### src/awtm_pkg.sv
// Shared types, widths and helpers for the ACK window throughput meter.
// No dependencies; every other source file except the macros header imports this package.
`timescale 1ns / 1ps

package awtm_pkg;

	localparam int RING_DEPTH = 100;
	localparam int AW         = $clog2(RING_DEPTH);
	localparam int CNT_W      = $clog2(RING_DEPTH + 1);
	localparam int MIN_W      = 7;
	localparam int CMP_W      = (CNT_W > MIN_W) ? CNT_W : MIN_W;
	localparam int TSUM_W     = 32 + $clog2(RING_DEPTH);
	localparam int SSUM_W     = 16 + $clog2(RING_DEPTH);
	localparam int MUL_W      = 14;
	localparam logic [MUL_W-1:0] RATE_MUL = MUL_W'(15625);
	localparam int NUM_W      = SSUM_W + MUL_W;
	localparam int DEN_W      = TSUM_W + 1;
	localparam int KBPS_W     = 26;
	localparam logic [KBPS_W-1:0] KBPS_MAX = {KBPS_W{1'b1}};

	localparam int S_TDATA_W  = 168;
	localparam int S_TUSER_W  = 2;
	localparam int M_TDATA_W  = 32;
	localparam int M_TUSER_W  = 1;
	localparam int CFG_W      = 32;

	localparam logic [MIN_W-1:0] MIN_SAMPLES_RST  = MIN_W'(5);
	localparam logic [31:0]      WINDOW_LIMIT_RST = 32'd500000;

	typedef enum logic [1:0] {
		KIND_START = 2'd0,
		KIND_ENTRY = 2'd1,
		KIND_END   = 2'd2
	} kind_t;

	typedef enum logic {
		CFG_MIN_SAMPLES  = 1'b0,
		CFG_WINDOW_LIMIT = 1'b1
	} cfg_idx_t;

	typedef enum logic [2:0] {
		ST_IDLE,
		ST_WALK,
		ST_MUL,
		ST_DIV,
		ST_OUT
	} state_t;

	typedef struct packed {
		logic [31:0] ts;
		logic [15:0] sz;
	} ring_entry_t;

	function automatic logic [31:0] sat32(input logic [63:0] v);
		sat32 = (v[63:32] != 32'd0) ? 32'hFFFF_FFFF : v[31:0];
	endfunction

endpackage

### src/awtm_div.sv
// Restoring divider, one quotient bit per cycle, with 26-bit saturation.
// Depends on awtm_pkg for operand widths.
`timescale 1ns / 1ps

module awtm_div
	import awtm_pkg::*;
(
	input  logic              clk,
	input  logic              arst_n,
	input  logic              start,
	input  logic [NUM_W-1:0]  num,
	input  logic [DEN_W-1:0]  den,
	output logic              done,
	output logic [KBPS_W-1:0] quot
);

	localparam int ITER_W = $clog2(NUM_W + 1);

	logic [ITER_W-1:0] iter_q;
	logic              busy_q;
	logic              done_q;
	logic [DEN_W-1:0]  rem_q;
	logic [DEN_W-1:0]  den_q;
	logic [NUM_W-1:0]  qn_q;
	logic [DEN_W:0]    shifted;
	logic [DEN_W:0]    diff;
	logic              ge;

	assign shifted = {rem_q, qn_q[NUM_W-1]};
	assign diff    = shifted - {1'b0, den_q};
	assign ge      = (shifted >= {1'b0, den_q});

	always_ff @(posedge clk or negedge arst_n) begin
		if (!arst_n) begin
			busy_q <= 1'b0;
			done_q <= 1'b0;
			iter_q <= '0;
		end else begin
			done_q <= 1'b0;
			if (start) begin
				busy_q <= 1'b1;
				iter_q <= ITER_W'(NUM_W);
			end else if (busy_q) begin
				iter_q <= iter_q - ITER_W'(1);
				if (iter_q == ITER_W'(1)) begin
					busy_q <= 1'b0;
					done_q <= 1'b1;
				end
			end
		end
	end

	// The dividend shifts out at the top while quotient bits enter at the bottom.
	always_ff @(posedge clk) begin
		if (start) begin
			rem_q <= '0;
			den_q <= den;
			qn_q  <= num;
		end else if (busy_q) begin
			rem_q <= ge ? diff[DEN_W-1:0] : shifted[DEN_W-1:0];
			qn_q  <= {qn_q[NUM_W-2:0], ge};
		end
	end

	assign done = done_q;
	assign quot = (qn_q > NUM_W'(KBPS_MAX)) ? KBPS_MAX : qn_q[KBPS_W-1:0];

endmodule

### config.mk
export PLATFORM = sky130hd
export DESIGN_NAME = awtm_div
export DESIGN_NICKNAME = d
export VERILOG_FILES = /design/src/awtm_pkg.sv /design/src/awtm_div.sv
export SDC_FILE = /design/constraint.sdc
export NUM_CORES = 1
export LEC_CHECK = 0
export BUFFER_PORTS_ARGS = -buffer_cell sky130_fd_sc_hd__buf_2
export CAP_MARGIN = 25
export CORE_AREA = 2 2 122 124
export DETAILED_ROUTE_END_ITERATION = 6
export DIE_AREA = 0 0 124 126
export PLACE_DENSITY = 0.76
export SETUP_SLACK_MARGIN = 0.1
export SLEW_MARGIN = 20
export SYNTH_ARGS = -nofsm -noshare
export SYNTH_HDL_FRONTEND = slang
export SYNTH_SLANG_ARGS = --single-unit
### constraint.sdc
create_clock -name clk -period 5.1 [get_ports clk]
set_input_delay 0.765 -clock clk [delete_from_list [all_inputs] [get_ports clk]]
set_output_delay 0.765 -clock clk [all_outputs]
set_load 0.005 [all_outputs]
==> run metrics <==
Wirelength per Cell=15.36 um; library cells used by synthesis=77; FF+latch area=3314 um^2; syn avg cell area=9.797 um^2; Setup CP Type=flop to flop; Sw Pwr=1.694 mW; Final min period=3.630 ns; Final ANT Viol Nets=0; YS warnings=0; status=completed; Reg power frac=31.0%; DIE HEIGHT=126 um; gr ovfl total=0; Clk pwr share=27.8%; violation count after the first detailed-routing iteration=365; max_cap viols=0; fin util=62.29%; clock sink total=125; first-pass GRT wire length=26,700 um; Post-Route WL=16,520 um; post-route insts no fill=1,075; cells along the critical path=inv_1 > ha_1 > a21o_1 > o21bai_2 > o41a_4 > a21oi_4 > a21oi_2 > a21boi_4 > o31ai_4 > buf_4 > nor3_1 > a311o_1; startpoint types=flop; reg2reg setup slack=1.47 ns; Slew @ Worst Pin=0.9886 ns; Final Max Tran Viols=0; worst-path maximum fanout=21; Critical R2R Capture=rem_q[15]; Final Total Pwr=4.624 mW; pin count of the biggest net entering global routing=86; reg2reg start=den_q[6]; Max Root-Sink Buffers=2; total track usage=21.86%; Switching Fraction=36.64%; Post-Synthesis Cell Area=7730 um^2; WP buf/inv=2; Crit path max-delay family=compound AO/OA/AOI/OAI gates; Post-Place Setup Slack=1.432 ns; diode count=0; Final period util=71.17%; Post-synth EDFFs=77; vias in the first global route=5,638; Rel. slew slack=34.09%; Setup TNS Final=0 ns; Worst Path Required=5.42 ns; Layout area overhead=15.34%; f_max=0.2755 GHz; RSZ-0062 raised after global routing=no; root buf cell=clkbuf_16; Final Instance Area=8916 um^2; Max stage delay cell, worst path=o31ai_4; fillers=1,211; sequential fraction of the synthesis area=42.86%; nets@finish=1,001; Main synth FF type=edfxtp_1; internal power=2.930 mW; vias per cell=5.615; Synth Register Bits=125; VDD IR max=302.7 uV; antenna violations before repair=0; endpoints failing setup=0; PD cells=518.7 nW/um^2; FF-to-FF path depth=12; Slowest Stage Delay on Critical Path=0.83 ns; Worst Setup End Kind=flop; cts repair resizes=0; Leakage=3.665 nW; hold crit path type=primary input to asynchronous set/reset pin; Cell Rows=44; post-synthesis cell count=789; Worst Skew=0.01030 ns; WP data arrival=3.95 ns; # IOs=107; worst setup margin=1.470 ns; hold buffers post-CTS=0; share of cells above drive strength 1=25.25%; clock latency on the worst-skew pair=0.43 ns; First-pass DRT Iterations=4; setup bufs post-CTS=0; Fin Hold WS=0.1764 ns; CTS tree=done; Placer Congestion=0.9512; area of the core=14,310 um^2; CTS H-tree lvls=4; DRC=0; post-synthesis async set-or-reset flop share=6.400%; cts bufs inserted=17; Gate power share=41.2%; area of the multi-input gates=3973 um^2; DIE AREA=15,620 um^2; vias after detailed routing=6,036; area post-placement=8279 um^2; Die Wd=124 um; Placed Cells=1,043; DP Wirelength=11,610 um; Clock Pin Slew Worst Setup and Hold Paths=0.06 ns; I/O Buffers=106; initial core utilization=54.00%; final hold violation count=0; Net Count, Synth=912
[cells by family after synthesis]
logic type / count (synthesis) / synth area share (%)
flops: 125 / 42.86
compound gates: 172 / 16.62
buf+inv: 92 / 5.859
xor+xnor: 35 / 3.966
mux: 41 / 5.908
fa+ha+maj: 43 / 7.057
simple gates: 281 / 17.72
[cells in the mapped netlist (9+ instances only)]
| master | n | area share, % |
|---|---|---|
| nor3_1 | 12 | 0.78 |
| a21o_1 | 13 | 1.3 |
| ha_1 | 42 | 6.8 |
| a311oi_1 | 29 | 3.3 |
| nor2_1 | 73 | 3.5 |
| a21oi_1 | 35 | 2.3 |
| mux2_2 | 37 | 5.4 |
| nand3_1 | 13 | 0.84 |
| nand2b_1 | 9 | 0.73 |
| inv_1 | 51 | 2.5 |
| o21ai_0 | 24 | 1.6 |
| edfxtp_1 | 77 | 30 |
| xnor2_1 | 27 | 3.1 |
| dfxtp_1 | 40 | 10 |
| buf_2 | 10 | 0.65 |
| nand2_1 | 90 | 4.4 |
| or2_2 | 28 | 2.3 |
| clkbuf_1 | 14 | 0.68 |
[sequential cells by signal (all words and copies together), names as in the netlist]
register,cells
busy_q,1
rem_q,40
done,1
iter_q,6
qn_q,37
den_q,40
[how the worst max path moves through the flow]
stage,depth (start not counted),from,to
2_1_floorplan,11,qn_q[36],rem_q[34]
3_3_place_gp,12,den_q[24],rem_q[15]
3_5_place_dp,12,den_q[6],rem_q[15]
4_1_cts,12,den_q[6],rem_q[15]
5_1_grt,12,den_q[23],rem_q[8]
6_report,12,den_q[6],rem_q[15]
[routing by layer]
metal,vias up,share of wire [%],global-route usage [%]
met5,-,0,0
li1,3044,-,-
met4,0,2.0,9.451
met2,133,47,34.39
met1,2828,46,28.50
met3,31,4.4,5.480
[final cells by class]
class | count | share of cell area, %
Inverter | 51 | 2.147
Sequential cell | 125 | 37.17
Tap cell | 184 | 2.582
Timing Repair Buffer | 111 | 6.399
Clock inverter | 10 | 1.824
Multi-Input combinational cell | 572 | 44.56
Clock buffer | 22 | 5.319
[power by group through the flow]
stage	registers [mW]	logic [mW]	clock network [mW]
floorplan	1.41	1.58	0
global placement	1.44	1.86	0
detailed placement	1.44	1.88	0
CTS	1.43	1.90	1.31
global route	1.46	2.13	1.35
finish	1.43	1.91	1.28
[cells in the final DEF (no fill, tap or decap), types with 28 or more instances in the layout]
cell / Yosys / layout
edfxtp_1: 77 / 77
a21oi_1: 35 / 35
nand2_1: 90 / 90
mux2_2: 37 / 37
nor2_1: 73 / 73
ha_1: 42 / 42
or2_2: 28 / 28
a311oi_1: 29 / 29
buf_2: 10 / 105
dfxtp_1: 40 / 40
inv_1: 51 / 51
Power figures use the tool's default switching activity.
