==> src/awtm_pkg.sv <==
// Shared types, widths and helpers for the ACK window throughput meter.
// No dependencies; every other source file except the macros header imports this package.
`timescale 1ns / 1ps

package awtm_pkg;

	localparam int RING_DEPTH = 100;
	localparam int AW         = $clog2(RING_DEPTH);
	localparam int CNT_W      = $clog2(RING_DEPTH + 1);
	localparam int MIN_W      = 7;
	localparam int CMP_W      = (CNT_W > MIN_W) ? CNT_W : MIN_W;
	localparam int TSUM_W     = 32 + $clog2(RING_DEPTH);
	localparam int SSUM_W     = 16 + $clog2(RING_DEPTH);
	localparam int MUL_W      = 14;
	localparam logic [MUL_W-1:0] RATE_MUL = MUL_W'(15625);
	localparam int NUM_W      = SSUM_W + MUL_W;
	localparam int DEN_W      = TSUM_W + 1;
	localparam int KBPS_W     = 26;
	localparam logic [KBPS_W-1:0] KBPS_MAX = {KBPS_W{1'b1}};

	localparam int S_TDATA_W  = 168;
	localparam int S_TUSER_W  = 2;
	localparam int M_TDATA_W  = 32;
	localparam int M_TUSER_W  = 1;
	localparam int CFG_W      = 32;

	localparam logic [MIN_W-1:0] MIN_SAMPLES_RST  = MIN_W'(5);
	localparam logic [31:0]      WINDOW_LIMIT_RST = 32'd500000;

	typedef enum logic [1:0] {
		KIND_START = 2'd0,
		KIND_ENTRY = 2'd1,
		KIND_END   = 2'd2
	} kind_t;

	typedef enum logic {
		CFG_MIN_SAMPLES  = 1'b0,
		CFG_WINDOW_LIMIT = 1'b1
	} cfg_idx_t;

	typedef enum logic [2:0] {
		ST_IDLE,
		ST_WALK,
		ST_MUL,
		ST_DIV,
		ST_OUT
	} state_t;

	typedef struct packed {
		logic [31:0] ts;
		logic [15:0] sz;
	} ring_entry_t;

	function automatic logic [31:0] sat32(input logic [63:0] v);
		sat32 = (v[63:32] != 32'd0) ? 32'hFFFF_FFFF : v[31:0];
	endfunction

endpackage

==> src/awtm_ring.sv <==
// Sample ring storage: one write port, one read port, registered read data.
// Depends on awtm_pkg for depth and entry layout.
`timescale 1ns / 1ps

module awtm_ring
	import awtm_pkg::*;
(
	input  logic        clk,
	input  logic        wr_en,
	input  logic [AW-1:0] wr_addr,
	input  ring_entry_t wr_data,
	input  logic        rd_en,
	input  logic [AW-1:0] rd_addr,
	output ring_entry_t rd_data
);

	ring_entry_t mem [RING_DEPTH];

	always_ff @(posedge clk) begin
		if (wr_en) begin
			mem[wr_addr] <= wr_data;
		end
		if (rd_en) begin
			rd_data <= mem[rd_addr];
		end
	end

endmodule

==> config.mk <==
export PLATFORM = sky130hd
export DESIGN_NAME = awtm_ring
export DESIGN_NICKNAME = d
export VERILOG_FILES = /design/src/awtm_pkg.sv /design/src/awtm_ring.sv
export SDC_FILE = /design/constraint.sdc
export NUM_CORES = 2
export LEC_CHECK = 0
export BUFFER_PORTS_ARGS = -buffer_cell sky130_fd_sc_hd__buf_4
export CAP_MARGIN = 20
export CORE_ASPECT_RATIO = 0.8
export CORE_MARGIN = 5
export CORE_UTILIZATION = 50
export CTS_CLUSTER_DIAMETER = 30
export DETAILED_ROUTE_END_ITERATION = 10
export HOLD_SLACK_MARGIN = 0.12
export PLACE_DENSITY = 0.71
export SLEW_MARGIN = 15
export SYNTH_ARGS = -nofsm -noshare
export SYNTH_HDL_FRONTEND = slang
export SYNTH_MEMORY_MAX_BITS = 65536
export SYNTH_SLANG_ARGS = --single-unit
==> constraint.sdc <==
create_clock -name clk -period 4.6 [get_ports clk]
set_input_delay 0.23 -clock clk [delete_from_list [all_inputs] [get_ports clk]]
set_output_delay 0.23 -clock clk [all_outputs]
set_load 0.05 [all_outputs]
==> impl_summary.log <==
[metrics] cells along the critical path: dlygate4sd3_1, buf_8, nor2b_4, buf_12, buf_12, a22oi_1, a21oi_1, nor4_1, buf_4, a211oi_1
[metrics] share of the yosys chip area belonging to registers: 0.791
[metrics] largest clock skew in the final design: about 0.042 ns
[metrics] number of CTS-inserted buffers: a little over 600
[metrics] DP Wirelength: roughly 270000 µm
[metrics] die span in x: just under 700 µm
[metrics] io pins: 113
[metrics] critical path arrival: ~3.9 ns
[metrics] R2R Path End: rd_data[7]
[metrics] commonest register cell after synthesis: edfxtp_1
[metrics] number of global-route vias before repair: roughly 93k
[metrics] post-cts repair resize count: 0
[metrics] Clock Sinks: 4848
[metrics] maximum number of pins on one net before global-route repair: approximately 100
[metrics] highest fanout seen on the critical path: 38
[metrics] final-report max-slew violation count: 0
[metrics] final setup violation count: 0
[metrics] H-tree depth: 6
[metrics] syn_nets: about 8k
[metrics] Yosys cell types: around 50
[metrics] post-route cell area: 215000 µm²
[metrics] initial core utilization: 0.501
[metrics] startpoint of the worst hold path: wr_addr[3]
[metrics] number of max-cap violations: 0
[metrics] Layout fillers: around 25k
[metrics] family with the most delay on the worst path: buffers and inverters
[metrics] required time of the critical path: between 5 and 6 ns
[metrics] number of synthesized register bits: just under 5k
[metrics] Post-Route Setup TNS: 0 ns
[metrics] die area: about 380000 µm²
[metrics] type of the tightest min-delay check: in2reg
[metrics] fraction of layout cells with a size suffix above 1: 0.304
[metrics] Root Buffer Master: clkbuf_16
[metrics] cts hold-fix bufs: between 60 and 70
[metrics] power after layout: approximately 100 mW
[metrics] number of failing hold endpoints at the final stage: 0
[metrics] status: finished, final reports clean
[metrics] Area Overhead vs Synth: 16.8%
[metrics] number of warnings issued by yosys: 0
[metrics] footprint of the multi-input gates: 36800 µm²
[metrics] number of detailed-route iterations in the first pass: 6
[metrics] Hold Path Sink: mem[96][39]
[metrics] worst reg2reg startpoint: mem[82][7]
[metrics] setup fix buffers added after clock tree synthesis: 0
[metrics] RSZ-0062 raised after global routing: no
[metrics] Nets: between 8k and 9k
[metrics] register cell area after layout: 146000 µm²
[metrics] number of cells on the worst hold path: 5
[metrics] synthesized area per cell: around 23 µm²
[metrics] cell types with the highest counts after synthesis: edfxtp_1 (4848), mux4_2 (1154), mux2i_1 (226)
[metrics] Clock transition at path regs: ~0.06 ns
[metrics] proportion of synthesized flip-flops having asynchronous set or reset: 0
[metrics] crit-path most repeated cell: buf_12
[metrics] Slowest-stage cell, CP: dlygate4sd3_1
[metrics] Tightest Pin Transition: about 1.3 ns
[metrics] area share of the largest cell type after synthesis: 0.791
[metrics] Mapped Area: approximately 180000 µm²
[metrics] Peak VDD IR: around 420 µV
[metrics] Highest Clock Rate: between 300 and 400 MHz
[metrics] Largest stage delay, worst path: 0.58 ns
[metrics] wire length of the first global-routing pass: 704000 µm
[metrics] RD Place Congestion: between 0.8 and 0.9
[metrics] antenna violations before repair: 31
[metrics] Hold WS: ~0.2 ns
[metrics] slew margin rel.: 0.126
[metrics] cell type contributing the most total cell area after synthesis: edfxtp_1
[metrics] Register-to-Register Path Depth: 4
[metrics] min Tclk post-route: 3.22 ns
[metrics] GRT Overall Usage: 0.259
[metrics] post-layout utilization of the core: 0.585
[metrics] global-route congestion overflow total: 0
[metrics] clock tree from TritonCTS: done
[metrics] Worst R2R Setup Slack: ~2.0 ns
[metrics] total placed instance area: ~190000 µm²
[metrics] Avg Vias per Cell: 6.59
[metrics] WL per Instance: 35.4 µm
[metrics] period utilization: 0.699
[metrics] IO buf count: approximately 110
[metrics] number of cell rows: ~200
[metrics] number of standard cells after synthesis: between 7k and 8k
[metrics] startpoint kind of the worst setup timing path: input port
[metrics] crit path buf inv count: 5
[metrics] leading cell types by total area after synthesis: edfxtp_1 (79%), mux4_2 (14%), mux2i_1 (1.2%), a22oi_1 (0.64%), o21ai_0 (0.40%)
[metrics] remaining design rule violation count: 0
[metrics] maximum clock insertion buffer count: 4
[metrics] Die Ht: 553 µm
[metrics] Antenna Violating Nets Remaining: 0
[metrics] leakage power total: ~68 nW
[metrics] ratio of total power to cell area: approximately 470 nW/µm²
[metrics] drt initial violations: between 15k and 20k
[metrics] Crit. End Element: flop
[metrics] number of vias after detailed routing: 92.8k
[metrics] EDFF count, synth: roughly 4.8k
[metrics] WS Path Type: in2reg
[metrics] later-pin clock latency in the skew report: 0.96 ns
[metrics] Core Footprint: between 300000 and 400000 µm²
[metrics] total wire length after detailed routing: 498000 µm
[metrics] library cell with the highest instance count after synthesis: edfxtp_1
==> cell families after synthesis <==
group                  share of synthesized area
AO/OA/AOI/OAI                             0.0282
buffers and inverters                     0.0129
flip-flops                                 0.791
multiplexers                               0.154
AND/OR/NAND/NOR                           0.0131
==> sequential cells by signal, summed over array words and instances, names as in the netlist <==
| signal | flops |
|---|---|
| mem | 4800 |
| rd_data | 48 |
==> per-layer routing <==
layer | wire length (µm) | part of all wire | global-route usage | vias to the layer above
li1 | - | - | - | 35800
met1 | 183000 | 0.37 | 0.375 | 48900
met2 | 229000 | 0.46 | 0.389 | 7151
met3 | 66900 | 0.13 | 0.0654 | 952
met4 | 19900 | 0.040 | 0.0919 | 6
met5 | 42 | 0.000084 | 0 | -
==> worst max-delay path by stage <==
stage	from	endpoint	slack (ns)	cells after the start
3_5_place_dp	rd_addr[1]	rd_data[22]	0.81	7
3_3_place_gp	rd_addr[1]	rd_data[22]	0.78	7
5_1_grt	rd_addr[4]	rd_data[22]	1.34	10
6_report	rd_addr[4]	rd_data[22]	1.38	10
4_1_cts	rd_addr[4]	rd_data[22]	1.55	10
2_1_floorplan	wr_addr[5]	mem[56][0]	0.06	4
==> final cells by class <==
class,instances,share of cell area
multi-input combinational,2642,0.172
tap,4924,0.0287
antenna,7,0.0000815
timing repair buffer,568,0.0261
clock buffer,666,0.0735
inverter,3,0.0000757
sequential,4848,0.678
clock inverter,426,0.0222
==> per-stage QoR <==
step | setup slack (ns) | instances
floorplan | 0.0579 | 7944
global placement | 0.780 | 12900
detailed placement | 0.807 | 12900
CTS | 1.55 | 14100
global route | 1.34 | 14100
finish | 1.38 | 14100
==> layout by cell type (no fill, tap or decap), types with 41 or more instances in the layout <==
cell type and count:
a21oi_1 87, bufinv_16 75, clkinv_4 42, mux4_2 1154
a211oi_1 85, nor4_1 45, nand2_1 89, nor2_1 86
inv_6 71, o21ai_0 146, clkinv_2 74, nor2_4 99
buf_4 414, a22oi_1 158, dlygate4sd3_1 61, clkbuf_16 625
buf_12 73, clkinv_1 71, nor2b_1 63, clkinvlp_4 63
edfxtp_1 4848, a22o_1 54, mux2i_1 226, a221oi_1 61
clkbuf_1 41, o22ai_1 71
==> worst reg2reg max path: cells and delay by family (launching register included) <==
| family | cells | cell delay [ns] |
|---|---|---|
| multiplexers | 2 | 0.79 |
| flip-flops | 1 | 0.38 |
| AO/OA/AOI/OAI | 2 | 1.11 |
==> power breakdown <==
part	switching [mW]	leakage (nW)	internal (mW)	total [mW]
Clock	18.8	9.92	29.3	48.1
Combinational	2.88	14.0	1.57	4.45
Sequential	0.123	43.6	48.9	49.0
Total	21.8	67.6	79.8	102
(Power assumes the default switching activity.)
